--- src/hdl/mr_pkg.sv ---
// package for the miller-rabin primality tester: constants, witness table, control types
`timescale 1ns / 1ps
package mr_pkg;

  localparam int unsigned NumW = 63;
  localparam int unsigned BitW = 6;
  localparam int unsigned NumBrackets = 9;
  localparam int unsigned PoolSize = 49;
  localparam int unsigned PoolW = 6;

  typedef logic [NumW-1:0] num_t;

  // witness pool, grouped by bracket
  function automatic num_t witness(input logic [PoolW-1:0] idx);
    num_t w;
    w = '0;
    unique case (idx)
      6'd0:  w = 63'd2;
      6'd1:  w = 63'd31;
      6'd2:  w = 63'd73;
      6'd3:  w = 63'd2;
      6'd4:  w = 63'd7;
      6'd5:  w = 63'd61;
      6'd6:  w = 63'd2;
      6'd7:  w = 63'd13;
      6'd8:  w = 63'd23;
      6'd9:  w = 63'd1662803;
      6'd10: w = 63'd2;
      6'd11: w = 63'd3;
      6'd12: w = 63'd5;
      6'd13: w = 63'd7;
      6'd14: w = 63'd11;
      6'd15: w = 63'd2;
      6'd16: w = 63'd3;
      6'd17: w = 63'd5;
      6'd18: w = 63'd7;
      6'd19: w = 63'd11;
      6'd20: w = 63'd13;
      6'd21: w = 63'd2;
      6'd22: w = 63'd3;
      6'd23: w = 63'd5;
      6'd24: w = 63'd7;
      6'd25: w = 63'd11;
      6'd26: w = 63'd13;
      6'd27: w = 63'd17;
      6'd28: w = 63'd2;
      6'd29: w = 63'd3;
      6'd30: w = 63'd5;
      6'd31: w = 63'd7;
      6'd32: w = 63'd11;
      6'd33: w = 63'd13;
      6'd34: w = 63'd17;
      6'd35: w = 63'd19;
      6'd36: w = 63'd23;
      6'd37: w = 63'd2;
      6'd38: w = 63'd3;
      6'd39: w = 63'd5;
      6'd40: w = 63'd7;
      6'd41: w = 63'd11;
      6'd42: w = 63'd13;
      6'd43: w = 63'd17;
      6'd44: w = 63'd19;
      6'd45: w = 63'd23;
      6'd46: w = 63'd29;
      6'd47: w = 63'd31;
      6'd48: w = 63'd37;
      default: w = 63'd2;
    endcase
    return w;
  endfunction

  // controller states
  typedef enum logic [3:0] {
    ST_IDLE,
    ST_CHECK,
    ST_SPLIT,
    ST_WSTART,
    ST_WRED,
    ST_PSQ,
    ST_PMUL,
    ST_PWAIT,
    ST_PEVAL,
    ST_SQ,
    ST_SQWAIT,
    ST_DONE
  } state_t;

  // datapath commands
  typedef struct packed {
    logic load;        // capture number
    logic split_step;  // shift d right by one, count s
    logic wit_load;    // load witness, start a mod n
    logic mul_sq;      // start multiply x*x
    logic mul_base;    // start multiply x*a
    logic x_to_one;    // x = 1
    logic next_wit;    // advance witness index
    logic bit_dec;     // advance exponent bit
    logic sq_inc;      // count squaring
  } dp_cmd_t;

  // datapath status
  typedef struct packed {
    logic trivial;     // answer known without rounds
    logic trivial_val;
    logic d_odd;
    logic mul_busy;
    logic wit_zero;    // witness reduced to zero
    logic x_one;
    logic x_nm1;
    logic e_bit;       // current exponent bit
    logic bit_last;
    logic sq_last;     // no squarings left
    logic wit_last;
  } dp_stat_t;

endpackage

--- src/hdl/mr_datapath.sv ---
// datapath: operand registers, bit-serial modular multiplier and witness reduction
`timescale 1ns / 1ps
module mr_datapath #(
  parameter int unsigned NUM_W = mr_pkg::NumW
) (
  input  logic              clk,
  input  logic              rst,
  input  logic [NUM_W-1:0]  number,
  input  mr_pkg::dp_cmd_t   cmd,
  output mr_pkg::dp_stat_t  stat
);

  localparam int unsigned BIT_W = $clog2(NUM_W + 1);

  logic [NUM_W-1:0]        n;
  logic [NUM_W-1:0]        d;
  logic [BIT_W-1:0]        s;
  logic [BIT_W-1:0]        sq_cnt;
  logic [BIT_W-1:0]        ebit;
  logic [NUM_W-1:0]        a;
  logic [NUM_W-1:0]        x;
  logic [3:0]              wcnt;
  logic [mr_pkg::PoolW-1:0] widx;

  // multiplier state
  logic                    mbusy;
  logic [BIT_W-1:0]        mcnt;
  logic [NUM_W-1:0]        macc;
  logic [NUM_W-1:0]        mx;
  logic [NUM_W-1:0]        my;
  logic                    mred;   // reduction mode: a mod n by shifting bits in

  logic [NUM_W:0]          dbl;
  logic [NUM_W-1:0]        dbl_r;
  logic [NUM_W:0]          add;
  logic [NUM_W-1:0]        add_r;
  logic [NUM_W-1:0]        acc_next;
  logic [NUM_W-1:0]        nm1;

  assign nm1 = n - NUM_W'(1);

  // one shift-and-add step of (mx*my) mod n, msb of my first
  always_comb begin
    dbl   = {macc, 1'b0};
    if (mred) dbl[0] = my[NUM_W-1];
    dbl_r = (dbl >= {1'b0, n}) ? NUM_W'(dbl - {1'b0, n}) : dbl[NUM_W-1:0];
    add   = {1'b0, dbl_r} + {1'b0, mx};
    add_r = (add >= {1'b0, n}) ? NUM_W'(add - {1'b0, n}) : add[NUM_W-1:0];
    acc_next = (!mred && my[NUM_W-1]) ? add_r : dbl_r;
  end

  // bracket selection from the input value
  function automatic logic [3:0] bracket(input logic [NUM_W-1:0] v);
    logic [3:0] b;
    b = 4'd8;
    priority if (v < NUM_W'(64'd2047))                b = 4'd0;
    else if (v < NUM_W'(64'd9080191))                 b = 4'd1;
    else if (v < NUM_W'(64'd4759123141))              b = 4'd2;
    else if (v < NUM_W'(64'd1122004669633))           b = 4'd3;
    else if (v < NUM_W'(64'd2152302898747))           b = 4'd4;
    else if (v < NUM_W'(64'd3474749660383))           b = 4'd5;
    else if (v < NUM_W'(64'd341550071728321))         b = 4'd6;
    else if (v < NUM_W'(64'd3825123056546413051))     b = 4'd7;
    else                                              b = 4'd8;
    return b;
  endfunction

  function automatic logic [mr_pkg::PoolW-1:0] first_of(input logic [3:0] b);
    logic [mr_pkg::PoolW-1:0] f;
    unique case (b)
      4'd0: f = 6'd0;
      4'd1: f = 6'd1;
      4'd2: f = 6'd3;
      4'd3: f = 6'd6;
      4'd4: f = 6'd10;
      4'd5: f = 6'd15;
      4'd6: f = 6'd21;
      4'd7: f = 6'd28;
      default: f = 6'd37;
    endcase
    return f;
  endfunction

  function automatic logic [3:0] count_of(input logic [3:0] b);
    logic [3:0] c;
    unique case (b)
      4'd0: c = 4'd1;
      4'd1: c = 4'd2;
      4'd2: c = 4'd3;
      4'd3: c = 4'd4;
      4'd4: c = 4'd5;
      4'd5: c = 4'd6;
      4'd6: c = 4'd7;
      4'd7: c = 4'd9;
      default: c = 4'd12;
    endcase
    return c;
  endfunction

  // operand and loop registers
  always_ff @(posedge clk) begin
    if (cmd.load) begin
      n      <= number;
      d      <= number - NUM_W'(1);
      s      <= '0;
      widx   <= first_of(bracket(number));
      wcnt   <= count_of(bracket(number)) - 4'd1;
    end
    if (cmd.split_step) begin
      d <= d >> 1;
      s <= s + BIT_W'(1);
    end
    if (cmd.next_wit) begin
      widx <= widx + mr_pkg::PoolW'(1);
      wcnt <= wcnt - 4'd1;
    end
    if (cmd.wit_load) begin
      ebit   <= BIT_W'(NUM_W - 1);
      sq_cnt <= BIT_W'(1);
    end
    if (cmd.bit_dec) ebit <= ebit - BIT_W'(1);
    if (cmd.sq_inc) sq_cnt <= sq_cnt + BIT_W'(1);
    if (cmd.x_to_one) x <= NUM_W'(1);
    // multiplier result lands in x, reduced witness in a
    if (mbusy && mcnt == '0) begin
      if (mred) a <= acc_next;
      else      x <= acc_next;
    end
  end

  // multiplier sequencer
  always_ff @(posedge clk) begin
    if (rst) begin
      mbusy <= 1'b0;
    end else if (cmd.wit_load || cmd.mul_sq || cmd.mul_base) begin
      mbusy <= 1'b1;
    end else if (mbusy && mcnt == '0) begin
      mbusy <= 1'b0;
    end
  end

  always_ff @(posedge clk) begin
    if (cmd.wit_load) begin
      mred <= 1'b1;
      macc <= '0;
      mx   <= '0;
      my   <= mr_pkg::witness(widx);
      mcnt <= BIT_W'(NUM_W - 1);
    end else if (cmd.mul_sq || cmd.mul_base) begin
      mred <= 1'b0;
      macc <= '0;
      mx   <= cmd.mul_base ? a : x;
      my   <= x;
      mcnt <= BIT_W'(NUM_W - 1);
    end else if (mbusy) begin
      macc <= acc_next;
      my   <= my << 1;
      mcnt <= mcnt - BIT_W'(1);
    end
  end

  // status to the controller
  always_comb begin
    stat.trivial     = (number < NUM_W'(3)) || !number[0];
    stat.trivial_val = (number == NUM_W'(2));
    stat.d_odd       = d[0];
    stat.mul_busy    = mbusy;
    stat.wit_zero    = (a == '0);
    stat.x_one       = (x == NUM_W'(1));
    stat.x_nm1       = (x == nm1);
    stat.e_bit       = d[ebit];
    stat.bit_last    = (ebit == '0);
    stat.sq_last     = (sq_cnt >= s);
    stat.wit_last    = (wcnt == 4'd0);
  end

endmodule

--- config.mk ---
export PLATFORM = sky130hd
export DESIGN_NAME = mr_datapath
export DESIGN_NICKNAME = d
export VERILOG_FILES = /design/src/hdl/mr_pkg.sv /design/src/hdl/mr_datapath.sv
export SDC_FILE = /design/constraint.sdc
export NUM_CORES = 2
export LEC_CHECK = 0
export ABC_AREA = 0
export BUFFER_PORTS_ARGS = -buffer_cell sky130_fd_sc_hd__buf_2
export CAP_MARGIN = 20
export CORE_MARGIN = 2
export CORE_UTILIZATION = 50
export DETAILED_ROUTE_END_ITERATION = 7
export MAX_ROUTING_LAYER = met4
export PLACE_DENSITY = 0.66
export SLEW_MARGIN = 20
export SYNTH_ARGS = -nofsm -noshare
export SYNTH_HDL_FRONTEND = slang
export SYNTH_MEMORY_MAX_BITS = 65536
export SYNTH_SLANG_ARGS = --single-unit
--- constraint.sdc ---
create_clock -name clk -period 11.5 [get_ports clk]
set_input_delay 2.3 -clock clk [delete_from_list [all_inputs] [get_ports clk]]
set_output_delay 2.3 -clock clk [all_outputs]
set_load 0.02 [all_outputs]
# Word level (Yosys, flattened, before mapping)
# Memory sizes are Yosys's and may differ from the RTL's. A register that Yosys moved wholly into a read port is not among the register bits.
# Cells that the tools add are included.
# W data, S select, Z words.
dict set report totals {
  reg_bits 477
  latch_bits 0
  mem_bits_rw 0
  rom_bits 1096
  memories 3
}
# memory words word_bits read_ports rd_clocked_by_memory_dff wr line
set memory_table {}
lappend memory_table {{(no name shown)} 64 16 1 1 0 mr_pkg.sv:17} ;# unique case (idx)
lappend memory_table {{(no name shown)} 8 5 1 0 0 mr_datapath.sv:70} ;# unique case (b)
lappend memory_table {{(no name shown)} 8 4 1 0 0 mr_datapath.sv:86} ;# unique case (b)
dict set report op_classes {
  add_sub_neg 12
  n_mul 0
  div_mod_pow 0
  n_lt_le_gt_ge 13
  eq_ne 3
  n_shift 0
  mux 40
  n_bitwise 0
  reduce_logical 20
}
# cell n
set op_table {}
lappend op_table {{$mux W63} 10}
lappend op_table {{$ge A64 B63 Y1} 2}
lappend op_table {{$lt A63 B41 Y1 const B} 2}
lappend op_table {{$sub A63 B1 Y63 const B} 2}
lappend op_table {{$sub A63 B63 Y63} 2}
lappend op_table {{$mux W62} 2}
lappend op_table {{$add A63 B63 Y64} 1}
lappend op_table {{$eq A63 B1 Y1 const B} 1}
lappend op_table {{$eq A63 B2 Y1 const B} 1}
lappend op_table {{$eq A63 B63 Y1} 1}
lappend op_table {{$logic_not A63 Y1} 1}
lappend op_table {{$lt A63 B11 Y1 const B} 1}
lappend op_table {{$lt A63 B2 Y1 const B} 1}
lappend op_table {{$lt A63 B24 Y1 const B} 1}
lappend op_table {{$lt A63 B33 Y1 const B} 1}
lappend op_table {{$lt A63 B42 Y1 const B} 1}
lappend op_table {{$lt A63 B49 Y1 const B} 1}
lappend op_table {{$lt A63 B62 Y1 const B} 1}
lappend op_table {{$mux W6} 10}
lappend op_table {{$mux W4} 13}
lappend op_table {{$add A6 B1 Y6 const B} 3}
lappend op_table {{$logic_not A6 Y1} 2}
lappend op_table {{$sub A6 B1 Y6 const B} 2}
lappend op_table {{$reduce_bool A2 Y1} 5}
lappend op_table {{12 further kinds} 21}

# Depth between registers and ports, before layout
# An unclocked memory read counts as a cell.
dict set report depth {
  ltp_word 16
  ltp_mapped 42
}

# Least setup slack after synthesis
# Ideal clock, no wire load.
dict set report synth_timing {
  path_kind {flip-flop to flip-flop}
  from {register n[0]}
  to {register a[57], data pin}
  t_arrival_ps 8294
  t_required_ps 11241
  slack_ps 2947
  path_stages_with_launch 38
  n_path_buf 4
  cell_sequence {edfxtp_1 > ha_1 > inv_1 > fa_1 > a211oi_1 > o21ai_0 > a21oi_1 > o41a_1 > o21ai_1 > nand2_1 > a21oi_1 > clkbuf_1 > mux2i_1 > inv_1 > ha_1 > a211o_1 > a2111oi_0 > nor2_1 > [... 2 more ...] > a21oi_1 > o21ai_0 > a21boi_0 > xnor2_1 > ha_1 > clkbuf_1 > a211o_1 > a21oi_1 > o21a_1 > o21ai_0 > a211oi_1 > a22oi_1 > a41oi_1 > clkbuf_1 > buf_2 > o21ai_0 > o22ai_1 > inv_1}
}
dict set report synth_between {
  elab_chain_len 6
  elab_cells_between_ends 8
  classes_between {3 x add/sub; 2 x order compare; 3 x mux}
}
# item line
set synth_rtl {}
lappend synth_rtl {{from (decl)} mr_datapath.sv:15} ;# logic [NUM_W-1:0] n;
lappend synth_rtl {{from (signal assigned)} mr_datapath.sv:103} ;# n <= number;
lappend synth_rtl {{$sub A63 B63 Y63 / $ge A64 B63 Y1 (equally long branches)} mr_datapath.sv:46} ;# dbl_r = (dbl >= {1'b0, n}) ? NUM_W'(dbl - {1'b0, n}) : dbl[NUM_W-1:0];
lappend synth_rtl {{$mux W63} mr_datapath.sv:46}
lappend synth_rtl {{$add A63 B63 Y64} mr_datapath.sv:47} ;# add = {1'b0, dbl_r} + {1'b0, mx};
lappend synth_rtl {{$sub A63 B63 Y63 / $ge A64 B63 Y1 (equally long branches)} mr_datapath.sv:48} ;# add_r = (add >= {1'b0, n}) ? NUM_W'(add - {1'b0, n}) : add[NUM_W-1:0];
lappend synth_rtl {{$mux W63} mr_datapath.sv:48}
lappend synth_rtl {{$mux W63 *} mr_datapath.sv:49} ;# acc_next = (!mred && my[NUM_W-1]) ? add_r : dbl_r;
lappend synth_rtl {{named net acc_next[57]} mr_datapath.sv:37} ;# logic [NUM_W-1:0] acc_next;
lappend synth_rtl {{to (signal assigned)} mr_datapath.sv:126} ;# if (mred) a <= acc_next;
lappend synth_rtl {{to (decl)} mr_datapath.sv:20} ;# logic [NUM_W-1:0] a;
# Mark *: on every way through the listed nets, which the timed path passes. The rest lies on a longest branch.
# A chain may end at the register's enable or synchronous reset.

# Final worst setup path
dict set report layout_timing {
  from {register n[45]}
  to {register macc[28]}
}
dict set report layout_between {
  elab_chain_len 6
  elab_cells_between_ends 8
  classes_between {3 x add/sub; 2 x order compare; 3 x mux}
}
# item line
set layout_rtl {}
lappend layout_rtl {{$ge A64 B63 Y1 / $sub A63 B63 Y63 (equally long branches)} mr_datapath.sv:46}
lappend layout_rtl {{$mux W63} mr_datapath.sv:46}
lappend layout_rtl {{$add A63 B63 Y64} mr_datapath.sv:47}
lappend layout_rtl {{$sub A63 B63 Y63 / $ge A64 B63 Y1 (equally long branches)} mr_datapath.sv:48}
lappend layout_rtl {{$mux W63} mr_datapath.sv:48}
lappend layout_rtl {{$mux W63 *} mr_datapath.sv:49}
lappend layout_rtl {{named net acc_next[28]} mr_datapath.sv:37}
lappend layout_rtl {{to (signal assigned)} mr_datapath.sv:156} ;# macc <= acc_next;
lappend layout_rtl {{to (decl)} mr_datapath.sv:28} ;# logic [NUM_W-1:0] macc;
# Marks and branches as above.

==> results.cfg <==
[status]
status = completed

[clocking]
cts_setup_buffers = 0
clkSinkCount = 485
cts-root-buf = clkbuf_16
clk_latency_ps = 650
cts_buffer_depth = 3
cts_tree = built
path_clk_slew_ps = 60
htreeDepth = 2
numCtsBuffers = 55

[placed_design]
routabilityCongestion = 1.07
port_buffers = 84
dp.final_hpwl_mm = 112
dp.cells = 5492
dpl_worst_slack_ps = 455

[synthesis]
ys_types = 91
synth_top_family_by_area = compound AO/OA/AOI/OAI gates
synth-simple-area-share = 0.212
synthAdderAreaFrac = 0.0737
synthCells = 4664
muxShareOfSynthArea = 0.0484
ys_seq_area_frac = 0.330
synth_area_um2 = 37800
synth_fp_nets = 4959
synth_edf_count = 279
async_reset_ff_frac = 0
syn_area_per_cell_um2 = 8.11
synth_flop_cell = edfxtp_1
synthXorXnorAreaFrac = 0.0771
synth-seq-cells = 485
yosysWarnings = 0
synth_compound_area_frac = 0.212

[route]
m1WireLength_mm = 62.6
dr_wl_met3_mm = 14.0
drc = 0
avgRoutedWirePerCell_um = 26.0
top_layer_used = met4
drt_iter0_markers = 3922
wl_met2_mm = 61.8
drt_wl_total_mm = 145
vias = 36341
first_pass_iters = 6
ant_nets = 0
via_per_inst = 6.49

[hold_path]
min_path_type = flop to flop
hold-path-cell-count = 2
hold_end = mcnt[0]
min_from = mcnt[0]

[sta]
setup_viol = 0
fmax_ghz = 0.0914
fin_crit_ps = 10940
hold_violations = 0
worst_pin_slew_ps = 1230
timing.final.ws_setup_ps = 564
fin_skew_ps = 34.2
slew_violations = 0
grt_setup_unrepaired = no
setup_tns_ps = 0
slew_headroom = 0.174
fin_crit_sh = 0.951

[grt]
grt_pass1_vias = 33880
grt_pass1_wl_mm = 215
grtUsageTotal = 0.376
grt-ovfl-total = 0
grt_max_degree = 78
antenna_found_initial = 0

[final_layout]
seqCellArea_um2 = 12500
utilization = 0.546
fillers = 7124
nNetsFinal = 4875
area_delta_synth_final_pct = 7.86
multi_input_area_um2 = 23700
instances_no_fill = 5597
drive_above_1_share = 0.0707

[critical_path]
reg2reg_slack_ps = 560
cpMaxStageDelayCell = o31ai_1
cp-start-kind = flop
worstPathRequired_ps = 12000
slowest_delay_ps = 930
worstSetupEndpointType = flop
crit_type = flop to flop
r2r-end = macc[28]
crit_top_cell = a21oi_1
cp_max_fo = 42
arrival_ps = 11430
ff2ff_path_depth = 33
reg2reg_from = n[45]

[floorplan]
fp.coreArea_um2 = 74700
die_w_um = 279
row_count = 100
start_util = 0.507
die_h_um = 279
io_pins = 85
die_area_um2 = 77900

[power]
ir_drop_mv = 0.120
p_total_uw = 4770
power.density_nw_per_um2 = 117
cellLeakagePower_uw = 0.0163

[flow_run]
max_cap_violations = 0
## synthesized netlist by cell type, types with 16 or more instances
master | number | area [um2]
nand2b_1 | 27 | 169
o21ai_0 | 314 | 1570
nor3b_1 | 17 | 128
clkbuf_1 | 240 | 901
a211oi_1 | 54 | 405
ha_1 | 218 | 2730
or3_1 | 24 | 150
o21a_1 | 53 | 398
a211o_1 | 16 | 140
nand3b_1 | 58 | 435
xnor2_1 | 219 | 1920
edfxtp_1 | 279 | 8380
nor2b_1 | 27 | 169
nor4_1 | 77 | 482
inv_1 | 181 | 679
o22ai_1 | 23 | 144
a21o_1 | 100 | 751
or2_2 | 16 | 100
o31ai_1 | 27 | 203
and3_1 | 38 | 238
o21bai_1 | 19 | 143
buf_1 | 20 | 75.1
xor2_1 | 114 | 998
mux2_2 | 18 | 203
nor2_1 | 464 | 1740
mux2i_1 | 120 | 1200
nand4_1 | 85 | 532
and2_1 | 37 | 231
a21oi_1 | 423 | 2120
a31oi_1 | 55 | 344
nand2_1 | 602 | 2260
o211ai_1 | 36 | 270
nor3_1 | 117 | 586
mux4_2 | 19 | 428
dfxtp_1 | 206 | 4120
nand3_1 | 92 | 460
a21boi_0 | 18 | 135
## metal layers
layer / vias to the layer above / GRT usage
li1: 16781 / -
met1: 17468 / 0.508
met2: 1771 / 0.548
met3: 321 / 0.0750
met4: 0 / 0.155
met5: - / -
## report_power, final
| part | internal (uW) | leakage [uW] | switching [uW] |
|---|---|---|---|
| combinational | 312 | 0.0109 | 596 |
| clock | 1070 | 0.000922 | 792 |
| sequential | 1930 | 0.00453 | 68.2 |
## placed cells by master (no fill, tap or decap), types with 18 or more instances in the layout
master,count
edfxtp_1,279
dfxtp_1,205
inv_1,181
o21ai_0,314
xor2_1,114
a31oi_1,55
a21boi_0,18
ha_1,218
buf_4,55
nand2_1,600
nand3b_1,58
buf_2,80
nor4_1,76
clkbuf_16,56
nand4_1,85
a21oi_1,422
o211ai_1,36
mux4_2,19
xnor2_1,219
nor3_1,116
and2_1,37
nand2b_1,27
mux2_2,18
o22ai_1,23
mux2i_1,120
o21bai_1,19
nor2b_1,26
nand3_1,92
or3_1,23
and3_1,38
o31ai_1,27
a21o_1,100
o21a_1,53
nor2_1,461
a211oi_1,53
## stage by stage
step	instance area [um2]	hold WS [ps]
2_1_floorplan	37800	445
3_3_place_gp	38900	453
4_1_cts	40800	473
6_report	40800	469
5_1_grt	40800	509
3_5_place_dp	38900	463
## worst max-delay path by stage
stage / from / to / slack [ps]
2_1_floorplan: n[0] / a[57] / 2950
3_3_place_gp: mred / macc[28] / 550
3_5_place_dp: mred / macc[28] / 460
5_1_grt: mred / macc[28] / 110
4_1_cts: mred / macc[28] / 410
6_report: n[45] / macc[28] / 560
## cell type report
class                      instances  share of cell area
tap                              969              0.0297
timing repair buffer             136              0.0204
inverter                         183              0.0168
multi-input combinational       3719               0.580
clock buffer                      67              0.0366
clock inverter                    37             0.00963
antenna                            1           0.0000613
sequential                       485               0.306
## cells by family after synthesis
| group | count (synthesis) |
|---|---|
| fa+ha+maj | 221 |
| simple gates | 1718 |
| buf+inv | 460 |
| mux | 157 |
| compound gates | 1290 |
| xor+xnor | 333 |
| flops | 485 |
## repair_timing
action / CTS / global route
hold buffers: 0 / 0
resized for setup: 0 / 6
endpoints found under the setup margin: 0 / 141
## registers in the layout, indices dropped and copies added (netlist names), named ones only
signal / flops
a: 63
d: 63
macc: 63
mx: 63
my: 63
n: 63
x: 63
ebit: 6
mcnt: 6
s: 6
sq_cnt: 6
widx: 6
wcnt: 4
mbusy: 1
mred: 1
## critical path: cells and delay by family (launching register included)
family / cells / cell delay, ps
compound gates: 17 / 5400
simple gates: 7 / 1730
buf+inv: 3 / 1180
fa+ha+maj: 3 / 1160
mux: 2 / 620
flops: 1 / 430
xor+xnor: 1 / 190
(Power assumes the default switching activity.)
